[src/sv/owmcrc_pkg.sv]
// Package: shared types, codes and CRC/image functions for the 1-Wire memory slave.
`timescale 1ns / 1ps
`default_nettype none

package owmcrc_pkg;

  localparam int STORE_BYTES_DEF = 32;
  localparam int PAGE_BYTES_DEF  = 8;
  localparam int QUEUE_DEPTH     = 2;

  localparam logic [7:0] CMD_READ_BYTE  = 8'hAA;
  localparam logic [7:0] CMD_WRITE_BYTE = 8'h55;
  localparam logic [7:0] FILL_BYTE      = 8'hFF;

  typedef enum logic [1:0] {
    ACT_RESET = 2'd0,
    ACT_WRITE = 2'd1,
    ACT_READ  = 2'd2,
    ACT_NONE  = 2'd3
  } action_t;

  typedef enum logic [1:0] {
    KIND_DATA   = 2'd0,
    KIND_CRC_LO = 2'd1,
    KIND_CRC_HI = 2'd2,
    KIND_ECHO   = 2'd3
  } kind_t;

  typedef enum logic [2:0] {
    PH_IDLE,
    PH_CMD,
    PH_ADDR_LO,
    PH_ADDR_HI,
    PH_DATA,
    PH_INERT
  } phase_t;

  typedef enum logic [2:0] {
    OP_CMD,
    OP_ADDR_LO,
    OP_ADDR_HI,
    OP_READ,
    OP_WRITE
  } op_t;

  typedef enum logic [2:0] {
    BS_IDLE,
    BS_RD,
    BS_RD_LO,
    BS_RD_HI,
    BS_WR_HI,
    BS_WR_ECHO,
    BS_WR_CRC
  } bstate_t;

  typedef struct packed {
    op_t        op;
    logic [7:0] data;
  } qent_t;

  // 1-Wire CRC16, reflected poly 0xA001, one byte
  function automatic logic [15:0] crc8_add(input logic [15:0] crc, input logic [7:0] b);
    logic [15:0] c;
    c = crc ^ {8'h00, b};
    for (int i = 0; i < 8; i++) begin
      if (c[0]) begin
        c = (c >> 1) ^ 16'hA001;
      end else begin
        c = c >> 1;
      end
    end
    return c;
  endfunction

  // power-on contents of the store
  function automatic logic [7:0] image_byte(input logic [7:0] i);
    logic [7:0] v;
    v = 8'h00;
    if (i >= 8'd8 && i <= 8'd15) begin
      v = i[0] ? 8'h8C : 8'h08;
    end else if (i >= 8'd16 && i <= 8'd23) begin
      v = i[0] ? 8'hFF : 8'h00;
    end else if (i == 8'd28) begin
      v = 8'h40;
    end
    return v;
  endfunction

endpackage

`default_nettype wire

[src/sv/owmcrc_front.sv]
// Front end: tracks the transaction phase, drops ignored words, queues operations.
`timescale 1ns / 1ps
`default_nettype none

module owmcrc_front import owmcrc_pkg::*; (
  input  wire logic       clk,
  input  wire logic       rst,
  input  wire logic       in_valid,
  output logic            in_stall,
  input  wire logic [1:0] action,
  input  wire logic [7:0] bus_byte,
  input  wire logic       hold,
  input  wire logic       q_full,
  output logic            push,
  output qent_t           push_ent
);

  phase_t phase, phase_next;
  logic   cmd_rd, cmd_rd_next;
  logic   accept;

  assign in_stall = hold || q_full;
  assign accept   = in_valid && !in_stall;

  always_ff @(posedge clk) begin
    if (rst) begin
      phase  <= PH_IDLE;
      cmd_rd <= 1'b0;
    end else begin
      phase  <= phase_next;
      cmd_rd <= cmd_rd_next;
    end
  end

  always_comb begin
    phase_next    = phase;
    cmd_rd_next   = cmd_rd;
    push          = 1'b0;
    push_ent.op   = OP_CMD;
    push_ent.data = bus_byte;
    if (accept) begin
      if (action == ACT_RESET) begin
        phase_next = PH_CMD;
      end else begin
        unique case (phase)
          PH_CMD: begin
            if (action == ACT_WRITE) begin
              if (bus_byte == CMD_READ_BYTE || bus_byte == CMD_WRITE_BYTE) begin
                push        = 1'b1;
                push_ent.op = OP_CMD;
                cmd_rd_next = (bus_byte == CMD_READ_BYTE);
                phase_next  = PH_ADDR_LO;
              end else begin
                phase_next = PH_INERT;
              end
            end
          end
          PH_ADDR_LO: begin
            if (action == ACT_WRITE) begin
              push        = 1'b1;
              push_ent.op = OP_ADDR_LO;
              phase_next  = PH_ADDR_HI;
            end
          end
          PH_ADDR_HI: begin
            if (action == ACT_WRITE) begin
              push        = 1'b1;
              push_ent.op = OP_ADDR_HI;
              phase_next  = PH_DATA;
            end
          end
          PH_DATA: begin
            if (cmd_rd && action == ACT_READ) begin
              push        = 1'b1;
              push_ent.op = OP_READ;
            end else if (!cmd_rd && action == ACT_WRITE) begin
              push        = 1'b1;
              push_ent.op = OP_WRITE;
            end
          end
          PH_IDLE, PH_INERT: begin
          end
          default: begin
            phase_next = PH_IDLE;
          end
        endcase
      end
    end
  end

endmodule

`default_nettype wire

[src/sv/owmcrc_queue.sv]
// Two-entry operation queue between front and back.
`timescale 1ns / 1ps
`default_nettype none

module owmcrc_queue import owmcrc_pkg::*; (
  input  wire logic  clk,
  input  wire logic  rst,
  input  wire logic  push,
  input  wire qent_t push_ent,
  output logic       full,
  input  wire logic  pop,
  output logic       q_valid,
  output qent_t      q_ent
);

  localparam int CW = $clog2(QUEUE_DEPTH + 1);
  localparam int PW = $clog2(QUEUE_DEPTH);

  qent_t          slot [QUEUE_DEPTH];
  logic [PW-1:0]  wr_ptr, rd_ptr;
  logic [CW-1:0]  count;

  assign full    = (count == CW'(QUEUE_DEPTH));
  assign q_valid = (count != '0);
  assign q_ent   = slot[rd_ptr];

  always_ff @(posedge clk) begin
    if (push) begin
      slot[wr_ptr] <= push_ent;
    end
  end

  always_ff @(posedge clk) begin
    if (rst) begin
      wr_ptr <= '0;
      rd_ptr <= '0;
      count  <= '0;
    end else begin
      if (push) begin
        wr_ptr <= (wr_ptr == PW'(QUEUE_DEPTH - 1)) ? '0 : wr_ptr + PW'(1);
      end
      if (pop) begin
        rd_ptr <= (rd_ptr == PW'(QUEUE_DEPTH - 1)) ? '0 : rd_ptr + PW'(1);
      end
      if (push && !pop) begin
        count <= count + CW'(1);
      end else if (pop && !push) begin
        count <= count - CW'(1);
      end
    end
  end

endmodule

`default_nettype wire

[src/sv/owmcrc_back.sv]
// Back end: address, CRC16, register store and the output word register.
`timescale 1ns / 1ps
`default_nettype none

module owmcrc_back import owmcrc_pkg::*; #(
  parameter int STORE_BYTES = STORE_BYTES_DEF,
  parameter int PAGE_BYTES  = PAGE_BYTES_DEF
) (
  input  wire logic       clk,
  input  wire logic       rst,
  input  wire logic       q_valid,
  input  wire qent_t      q_ent,
  output logic            pop,
  output logic            init_busy,
  output logic            out_valid,
  input  wire logic       out_stall,
  output logic [7:0]      send_byte,
  output logic [1:0]      byte_kind,
  output logic            last_of_run
);

  localparam int IW = $clog2(STORE_BYTES);

  function automatic logic [STORE_BYTES-1:0] page_end_mask();
    logic [STORE_BYTES-1:0] m;
    for (int i = 0; i < STORE_BYTES; i++) begin
      m[i] = ((i % PAGE_BYTES) == (PAGE_BYTES - 1));
    end
    return m;
  endfunction

  localparam logic [STORE_BYTES-1:0] PAGE_END_MASK = page_end_mask();

  logic [7:0]    mem [STORE_BYTES];
  logic [7:0]    mem_q;
  logic [IW-1:0] init_cnt;

  bstate_t       state, state_next;
  logic [15:0]   addr, addr_next;
  logic [15:0]   crc, crc_next;
  logic [7:0]    wbyte, wbyte_next;
  logic          ov_next, last_next;
  logic [7:0]    sb_next;
  logic [1:0]    kind_next;
  logic          mem_we;

  logic [IW-1:0] idx;
  logic          in_range, page_end, out_free;
  logic [15:0]   addr_inc, crc_c;

  assign idx      = addr[IW-1:0];
  assign in_range = (addr < 16'(STORE_BYTES));
  assign page_end = PAGE_END_MASK[idx];
  assign out_free = !out_valid || !out_stall;
  assign addr_inc = addr + 16'd1;

  // store: image load after reset, then byte writes
  always_ff @(posedge clk) begin
    if (init_busy) begin
      mem[init_cnt] <= image_byte(8'(init_cnt));
    end else if (mem_we) begin
      mem[idx] <= wbyte;
    end
    mem_q <= mem[idx];
  end

  always_ff @(posedge clk) begin
    if (rst) begin
      init_busy <= 1'b1;
      init_cnt  <= '0;
    end else if (init_busy) begin
      if (init_cnt == IW'(STORE_BYTES - 1)) begin
        init_busy <= 1'b0;
      end
      init_cnt <= init_cnt + IW'(1);
    end
  end

  always_ff @(posedge clk) begin
    if (rst) begin
      state     <= BS_IDLE;
      addr      <= '0;
      crc       <= '0;
      out_valid <= 1'b0;
    end else begin
      state     <= state_next;
      addr      <= addr_next;
      crc       <= crc_next;
      out_valid <= ov_next;
    end
  end

  always_ff @(posedge clk) begin
    wbyte       <= wbyte_next;
    send_byte   <= sb_next;
    byte_kind   <= kind_next;
    last_of_run <= last_next;
  end

  always_comb begin
    state_next = state;
    addr_next  = addr;
    crc_next   = crc;
    wbyte_next = wbyte;
    ov_next    = out_valid && out_stall;
    sb_next    = send_byte;
    kind_next  = byte_kind;
    last_next  = last_of_run;
    pop        = 1'b0;
    mem_we     = 1'b0;
    crc_c      = crc8_add(crc, q_ent.data);
    unique case (state)
      BS_IDLE: begin
        if (q_valid) begin
          unique case (q_ent.op)
            OP_CMD: begin
              pop      = 1'b1;
              crc_next = crc8_add(16'h0000, q_ent.data);
            end
            OP_ADDR_LO: begin
              pop       = 1'b1;
              addr_next = {8'h00, q_ent.data};
              crc_next  = crc_c;
            end
            OP_ADDR_HI: begin
              pop       = 1'b1;
              addr_next = {q_ent.data, addr[7:0]};
              crc_next  = crc_c;
            end
            OP_READ: begin
              pop        = 1'b1;
              state_next = BS_RD;
            end
            OP_WRITE: begin
              if (out_free) begin
                pop        = 1'b1;
                crc_next   = crc_c;
                wbyte_next = q_ent.data;
                ov_next    = 1'b1;
                sb_next    = ~crc_c[7:0];
                kind_next  = KIND_CRC_LO;
                last_next  = 1'b0;
                state_next = BS_WR_HI;
              end
            end
            default: begin
              pop = 1'b1;
            end
          endcase
        end
      end
      BS_RD: begin
        // mem_q holds the byte at addr here
        if (out_free) begin
          ov_next = 1'b1;
          if (!in_range) begin
            sb_next    = FILL_BYTE;
            kind_next  = KIND_ECHO;
            last_next  = 1'b1;
            state_next = BS_IDLE;
          end else begin
            sb_next   = mem_q;
            kind_next = KIND_DATA;
            last_next = !page_end;
            crc_next  = crc8_add(crc, mem_q);
            if (page_end) begin
              state_next = BS_RD_LO;
            end else begin
              addr_next  = addr_inc;
              state_next = BS_IDLE;
            end
          end
        end
      end
      BS_RD_LO: begin
        if (out_free) begin
          ov_next    = 1'b1;
          sb_next    = ~crc[7:0];
          kind_next  = KIND_CRC_LO;
          last_next  = 1'b0;
          state_next = BS_RD_HI;
        end
      end
      BS_RD_HI: begin
        if (out_free) begin
          ov_next    = 1'b1;
          sb_next    = ~crc[15:8];
          kind_next  = KIND_CRC_HI;
          last_next  = 1'b1;
          crc_next   = '0;
          addr_next  = addr_inc;
          state_next = BS_IDLE;
        end
      end
      BS_WR_HI: begin
        if (out_free) begin
          ov_next    = 1'b1;
          sb_next    = ~crc[15:8];
          kind_next  = KIND_CRC_HI;
          last_next  = 1'b0;
          mem_we     = in_range;
          state_next = BS_WR_ECHO;
        end
      end
      BS_WR_ECHO: begin
        if (out_free) begin
          ov_next    = 1'b1;
          sb_next    = wbyte;
          kind_next  = KIND_ECHO;
          last_next  = 1'b1;
          addr_next  = addr_inc;
          crc_next   = crc8_add(16'h0000, addr_inc[7:0]);
          state_next = BS_WR_CRC;
        end
      end
      BS_WR_CRC: begin
        crc_next   = crc8_add(crc, addr[15:8]);
        state_next = BS_IDLE;
      end
      default: begin
        state_next = BS_IDLE;
      end
    endcase
  end

endmodule

`default_nettype wire

[src/sv/onewire_memory_slave_crc16.sv]
// Top level: 1-Wire memory slave with CRC16, front end, op queue and back end.
// Byte-level slave for read (0xAA) and write (0x55) memory commands with the 1-Wire
// CRC16. The front end takes one input word per cycle while its two-entry op queue
// has room; ignored words (wrong direction, unknown command, idle) reach nothing
// else. The back end sets the pace: an address or command byte only updates the
// address and CRC, a read sends the data byte (and the inverted CRC, low then high,
// at a page end), a write sends CRC low, CRC high and echo, then restarts the CRC
// over the new address. Result words leave through a single output register, so
// the front keeps accepting while a result waits. After reset the store is loaded
// with its power-on image, one byte a cycle, during which in_stall stays high.
`timescale 1ns / 1ps
`default_nettype none

module onewire_memory_slave_crc16 import owmcrc_pkg::*; #(
  parameter int STORE_BYTES = STORE_BYTES_DEF,
  parameter int PAGE_BYTES  = PAGE_BYTES_DEF
) (
  input  wire logic       clk,
  input  wire logic       rst,
  input  wire logic       in_valid,
  output logic            in_stall,
  input  wire logic [1:0] action,
  input  wire logic [7:0] bus_byte,
  output logic            out_valid,
  input  wire logic       out_stall,
  output logic [7:0]      send_byte,
  output logic [1:0]      byte_kind,
  output logic            last_of_run
);

  logic  push, pop, q_full, q_valid, init_busy;
  qent_t push_ent, q_ent;

  owmcrc_front u_front (
    .clk      (clk),
    .rst      (rst),
    .in_valid (in_valid),
    .in_stall (in_stall),
    .action   (action),
    .bus_byte (bus_byte),
    .hold     (init_busy),
    .q_full   (q_full),
    .push     (push),
    .push_ent (push_ent)
  );

  owmcrc_queue u_queue (
    .clk      (clk),
    .rst      (rst),
    .push     (push),
    .push_ent (push_ent),
    .full     (q_full),
    .pop      (pop),
    .q_valid  (q_valid),
    .q_ent    (q_ent)
  );

  owmcrc_back #(
    .STORE_BYTES (STORE_BYTES),
    .PAGE_BYTES  (PAGE_BYTES)
  ) u_back (
    .clk         (clk),
    .rst         (rst),
    .q_valid     (q_valid),
    .q_ent       (q_ent),
    .pop         (pop),
    .init_busy   (init_busy),
    .out_valid   (out_valid),
    .out_stall   (out_stall),
    .send_byte   (send_byte),
    .byte_kind   (byte_kind),
    .last_of_run (last_of_run)
  );

endmodule

`default_nettype wire

[config.mk]
export PLATFORM = sky130hd
export DESIGN_NAME = onewire_memory_slave_crc16
export DESIGN_NICKNAME = d
export VERILOG_FILES = /design/src/sv/owmcrc_pkg.sv /design/src/sv/owmcrc_front.sv /design/src/sv/owmcrc_queue.sv /design/src/sv/owmcrc_back.sv /design/src/sv/onewire_memory_slave_crc16.sv
export SDC_FILE = /design/constraint.sdc
export NUM_CORES = 1
export LEC_CHECK = 0
export ABC_CLOCK_PERIOD_IN_PS = 9860
export BUFFER_PORTS_ARGS = -buffer_cell sky130_fd_sc_hd__buf_2
export CAP_MARGIN = 20
export CORE_ASPECT_RATIO = 1.75
export CORE_UTILIZATION = 50
export CTS_BUF_LIST = sky130_fd_sc_hd__clkbuf_8 sky130_fd_sc_hd__clkbuf_16
export DETAILED_ROUTE_END_ITERATION = 8
export PLACE_DENSITY = 0.63
export SYNTH_ARGS = -nofsm -noshare
export SYNTH_HDL_FRONTEND = slang
export SYNTH_SLANG_ARGS = --single-unit
[constraint.sdc]
create_clock -name clk -period 9.86 [get_ports clk]
set_input_delay 1.972 -clock clk [delete_from_list [all_inputs] [get_ports clk]]
set_output_delay 1.972 -clock clk [all_outputs]
set_load 0.005 [all_outputs]
# Word level (Yosys, flattened, before mapping)

Memories as Yosys holds them, arrays and structs flattened. A register that Yosys moved wholly into a read port is not among the register bits.
Index checks and enable logic that the tools add are counted.

Bits in registers: 69
Bits in latches: 0
Bits in writable memories: 278
Memory bits (read-only): 32
Bits of input ports: 14
Memories kept: 3

Add/sub/neg operators: 6
Multipliers: 0
Div/mod/pow operators: 0
Order comparisons: 6
Equality and inequality tests: 44
Shift-type cells: 0
Multiplexer cells: 211
Bitwise logic cells: 47
Reduce and logical (&&, ||, !) cells: 46

Memory list:

| name            | depth | bits a word | read ports | clocked after memory_dff | write ports | RTL line           | text |
|---|---|---|---|---|---|---|---|
| u_back.mem      | 32    | 8           | 1          | 1                        | 1           | owmcrc_back.sv:34  | `logic [7:0] mem [STORE_BYTES];` |
| (no name shown) | 32    | 1           | 1          | 1                        | 0           | owmcrc_back.sv:53  | `assign page_end = PAGE_END_MASK[idx];` |
| u_queue.slot    | 2     | 11          | 1          | 1                        | 1           | owmcrc_queue.sv:19 | `qent_t slot [QUEUE_DEPTH];` |

Operator list:

| cell                                                         | count |
|---|---|
| two-way mux 16 bit                                           | 114 |
| NOT 2 -> 3 bit                                               | 38 |
| two-way mux 8 bit                                            | 14 |
| one-hot mux 16 bit (3 select lines)                          | 2 |
| one-hot mux 16 bit (5 select lines)                          | 1 |
| two-way mux 3 bit                                            | 17 |
| bitwise XOR 16 x 8 -> 16 bit                                 | 3 |
| one-hot mux 8 bit (5 select lines)                           | 1 |
| two-way mux 1 bit                                            | 38 |
| one-hot mux 16 bit (2 select lines)                          | 1 |
| AND reduction 8 bit                                          | 4 |
| NOT 8 bit                                                    | 3 |
| two-way mux 2 bit                                            | 11 |
| != test 2 x 1 -> 1 bit (second input constant)               | 10 |
| == test 3 x 2 -> 1 bit (second input constant)               | 6 |
| == test 3 bit (second input constant)                        | 6 |
| one-hot mux 3 bit (6 select lines)                           | 1 |
| adder 16 x 1 -> 16 bit (second input constant)               | 1 |
| less-than comparator 16 x 6 -> 1 bit (second input constant) | 1 |
| two-way mux 5 bit                                            | 3 |
| AND reduction 5 bit                                          | 3 |
| one-hot mux 3 bit (4 select lines)                           | 1 |
| == test 5 bit (second input constant)                        | 2 |
| != test 2 bit (second input constant)                        | 5 |
| 43 further kinds                                             | 74 |

# Logic depth before layout (Yosys ltp)

Word-level depth: 41
Mapped depth: 11
Mapped depth without buffers: 10

# Modules after synthesis

A second synthesis with hierarchy kept.

Cells, all modules: 1152
Area, all modules: 16580.9 um2

Modules (own cells, without submodules):

| module       | times used | cells an instance | area an instance (um2) |
|---|---|---|---|
| owmcrc_back  | 1          | 1029              | 15070.7 |
| owmcrc_queue | 1          | 56                | 999.7 |
| owmcrc_front | 1          | 67                | 510.5 |

# Worst setup path before layout

OpenSTA, ideal clock, no wires.

Path kind: in2reg
Start point: input out_stall
End point: memory u_back.mem[0][3] (data pin)
Setup time: 0.454 ns
Arrival: 4.030 ns
Path slack: 5.376 ns
Cell stages on the path: 6
Buffers on the path: 2
Cells stage by stage: nand2_1 > and3_1 > nor2b_1 > clkbuf_1 > clkbuf_1 > o21ai_0

Word-level cells in the longest chain between the ends: 9

Ends and longest elaborated chain:

| what                                    | RTL line                         | text |
|---|---|---|
| from (decl)                             | onewire_memory_slave_crc16.sv:25 | `input wire logic out_stall,` |
| zero test 1 bit                         | owmcrc_back.sv:54                | `assign out_free = !out_valid \|\| !out_stall;` |
| logical OR 1 bit                        | owmcrc_back.sv:54                |  |
| two-way mux 1 bit                       | owmcrc_back.sv:196               | `if (out_free) begin` |
| two-way mux 1 bit                       | owmcrc_back.sv:112               | `unique case (state)` |
| two-way mux 1 bit                       | owmcrc_back.sv:61                | `end else if (mem_we) begin` |
| two-way mux 1 bit                       | owmcrc_back.sv:59                | `if (init_busy) begin` |
| two-way mux 1 bit (not written as such) | owmcrc_back.sv:62                | `mem[idx] <= wbyte;` |
| OR reduction 8 bit (no line)            | n/a                              |  |
| two-way mux 8 bit (no line)             | n/a                              |  |
| to (decl)                               | owmcrc_back.sv:34                |  |

No other way between the ends.

# Worst setup path in the final report

Start point: input bus_byte[4]
End point: memory u_queue.slot[0][0] (netlist bit), enable pin

Word-level cells in the longest chain between the ends: 9
Elaborated cells between the ends (all ways): 10

Ends and longest elaborated chain:

| what                                                    | RTL line                         | text |
|---|---|---|
| from (decl)                                             | onewire_memory_slave_crc16.sv:23 | `input wire logic [7:0] bus_byte,` |
| == test 8 bit or == test 8 x 7 -> 1 bit (tied branches) | owmcrc_front.sv:48               | `if (bus_byte == CMD_READ_BYTE \|\| bus_byte == CMD_WRITE_BYTE) begin` |
| logical OR 1 bit (*)                                    | owmcrc_front.sv:48               |  |
| two-way mux 1 bit (*)                                   | owmcrc_front.sv:48               |  |
| two-way mux 1 bit (*)                                   | owmcrc_front.sv:47               | `if (action == ACT_WRITE) begin` |
| one-hot mux 1 bit (3 select lines) (*)                  | owmcrc_front.sv:45               | `unique case (phase)` |
| two-way mux 1 bit (*)                                   | owmcrc_front.sv:42               | `if (action == ACT_RESET) begin` |
| two-way mux 1 bit (*)                                   | owmcrc_front.sv:41               | `if (accept) begin` |
| via push                                                | onewire_memory_slave_crc16.sv:31 | `logic push, pop, q_full, q_valid, init_busy;` |
| two-way mux 1 bit (*)                                   | owmcrc_queue.sv:28               | `if (push) begin` |
| two-way mux 1 bit (not written as such) (*)             | owmcrc_queue.sv:29               | `slot[wr_ptr] <= push_ent;` |
| to (decl)                                               | owmcrc_queue.sv:19               |  |

The timed path passes the listed nets; every way through them passes the cells marked *.

==> run metrics <==
Syn Nets=1180; DP HPWL=26800 um; syn avg cell area=14.2 um^2; nets@finish=1178; die height=242 um; # IOs=27; Setup Slack @ Placement=5050 ps; Worst setup startpoint=bus_byte[4]; fraction of registers with async set/reset=0; CTS buffer count=34; die area=33600 um^2; Antenna Cells=0; setup slack on the worst flop-to-flop path=6290 ps; worst reg-to-reg path cell count=7; Worst Hold Launch=u_back.crc[13]; post-CTS setup buffers=0; Synth Register Bits=357; Synth cell types=61; PwrDens=266 nW/um^2; Clock H-tree levels=2; crit path to=u_queue.slot[0][0]; Gate Count Post-Synth=1160; relative slew slack=0.294; leading cell type in the layout, fill and taps excluded=edfxtp_1; Final Wtd Congestion=0.925; VDD IR-drop max=0.128 mV; Peak Freq=233 MHz; drt total wl=37700 um; final hold vios=0; slowest stage delay, CP=840 ps; number of buffers added on ports=26; top cell family by delay on the critical path=simple AND/OR/NAND/NOR gates; failing checks=design-rule violations; CP Class=in -> reg; Root Buffer=clkbuf_16; initial antenna violation count=0; CTS tree=done; Total GRT Usage=0.232; dominant synthesized flop cell=edfxtp_1; floorplan core area=32300 um^2; CP Depth=8; fin crit period=4290 ps; Slew Limit Fails=0; post-cts sizing count=0; leakage=5.83 nW; Max clock buf depth=3; arrival time worst endpoint=4420 ps; fin worst setup slack=5570 ps; Final Skew=21.6 ps; largest net degree at the start of global routing=63; Sink Count=357; most frequent cells in the layout=edfxtp_1, nor2_1, mux4_2; Setup violations, final=0; Max Cap Viol=0; synthesized cell area=16400 um^2; number of synthesized flops with an enable pin=297; Die W=139 um; Layout fillers=2598; slowest cell on the critical path=nor2b_1; CP Launch Type=input pin; Starting DRT DRC Count=533; first-pass GRT wire length=58100 um; cells along the critical path=buf_2 > or4bb_1 > nor2_1 > a21oi_1 > nor2_1 > nand2_1 > a221oi_1 > nor2b_1; Setup Total Neg Slack=0 ps; reg2reg end=u_back.mem[22][6]; final worst path period share=0.435; via count=9533; Critical path buffers and inverters=1; via/cell ratio=6.02; Residual DRC=2; RSZ-0062 raised after global routing=no; layout cells sized above 1=0.165; register area share after synthesis=0.616; Worst-Margin Slew=1060 ps; WL/cell=23.8 um; worst min path class=reg -> reg; Detail Route Antenna Nets=0; GRT overflow=0; area delta synth->final=9.88%; DRT Pass-1 Iters=8; Synth warnings=0; CP max FO=11; Worst-Skew Late Latency=520 ps; starting density of the core=0.508; quantity of hold-fixing buffers added after cts=0; Crit. End Element=flip-flop; clock slew at reported path FFs=60 ps; row count=87; Worst Path Required=9990 ps; status=complete, but fails checks; Top cell by count, worst path=nor2_1; vias in the first global route=9732; reg-to-reg startpoint=u_back.state[1]; hold depth=2
==> worst register-to-register path: cells and delay by family, from the launching register on <==
family	cells	cell delay (ps)
DFF	1	770
AOI/OAI and AO/OA	1	860
and+or+nand+nor	6	1590
==> cell families (layout without fill, tap and decap cells) <==
kind of cell    count (synthesis)  count (layout)  share of synthesized area
compound gates                187             187                     0.0741
xor+xnor                      110             110                     0.0692
fa+ha+maj                       6               6                    0.00457
buf+inv                       102             125                     0.0239
flops                         357             357                      0.616
mux                           116             116                      0.132
simple gates                  282             282                     0.0797
==> area by class of cell <==
class / count / area, um^2 / share of cell area
tap: 400 / 500 / 0.0277
clock buffer: 38 / 928 / 0.0514
clock inverter: 23 / 231 / 0.0128
inverter: 23 / 86.3 / 0.00478
sequential: 357 / 10100 / 0.561
multi-input combinational: 701 / 5930 / 0.328
timing repair buffer: 41 / 250 / 0.0139
==> through the flow <==
| stage | util | instance area, um^2 | std cells | hold WS (ps) | power [W] |
|---|---|---|---|---|---|
| finish | 0.558 | 18100 | 1583 | 490 | 0.00480 |
| CTS | 0.558 | 18000 | 1582 | 486 | 0.00483 |
| global route | 0.558 | 18100 | 1583 | 512 | 0.00502 |
| detailed placement | 0.522 | 16900 | 1521 | 478 | 0.00348 |
| global placement | 0.522 | 16900 | 1521 | 470 | 0.00347 |
| floorplan | - | 16400 | 1160 | 449 | 0.00306 |
==> Yosys cell counts, types with 5 or more instances <==
library cell | instances | area, um^2
a211oi_1 | 14 | 105
a21o_1 | 9 | 67.6
a21oi_1 | 50 | 250
a221oi_1 | 5 | 43.8
a22oi_1 | 7 | 52.6
a311oi_1 | 5 | 43.8
a31oi_1 | 9 | 56.3
and3_1 | 9 | 56.3
buf_1 | 9 | 33.8
buf_2 | 8 | 40.0
clkbuf_1 | 62 | 233
dfxtp_1 | 60 | 1200
edfxtp_1 | 297 | 8920
ha_1 | 6 | 75.1
inv_1 | 23 | 86.3
mux2_2 | 11 | 124
mux2i_1 | 25 | 250
mux4_2 | 80 | 1800
nand2_1 | 58 | 218
nand2b_1 | 8 | 50.1
nand3_1 | 13 | 65.1
nor2_1 | 115 | 432
nor2b_1 | 12 | 75.1
nor3_1 | 32 | 160
nor3b_1 | 7 | 52.6
nor4_1 | 7 | 43.8
o211ai_1 | 7 | 52.6
o21ai_0 | 23 | 115
o21ai_1 | 10 | 50.1
o221ai_1 | 5 | 43.8
o22a_1 | 6 | 52.6
o22ai_1 | 15 | 93.8
xnor2_1 | 65 | 569
xnor3_1 | 6 | 135
xor2_1 | 31 | 272
==> worst min-delay path by stage <==
stage                          end
floorplan           u_back.crc[13]
global placement    u_back.crc[13]
detailed placement  u_back.crc[13]
CTS                 u_back.crc[13]
global route        u_back.crc[13]
finish              u_back.crc[13]
==> power breakdown <==
part           total [W]  internal (W)  switching, W
sequential       0.00187       0.00173      0.000132
clock            0.00135      0.000807      0.000544
combinational    0.00158      0.000736      0.000847
total            0.00480       0.00328       0.00152
==> flip-flops by register name, summed over array words and instances (netlist names), 2 cells and up, named ones only <==
name              flops
u_back.state          3
u_back.byte_kind      2
u_back.mem_q          8
u_back.wbyte          8
u_back.mem          256
u_queue.count         2
u_front.phase         3
u_back.addr          16
u_queue.slot         22
u_back.crc           16
u_back.send_byte      8
u_back.init_cnt       5
==> routing by layer <==
layer  GRT usage  wire length [um]  vias to the layer above
met2       0.442             21200                      237
met1       0.241             13000                     4774
met3      0.0269              1270                      102
met4       0.143              2350                        0
met5           0                 0                        -
li1            -                 -                     4420
No activity file was read; power rests on OpenSTA's default activity.
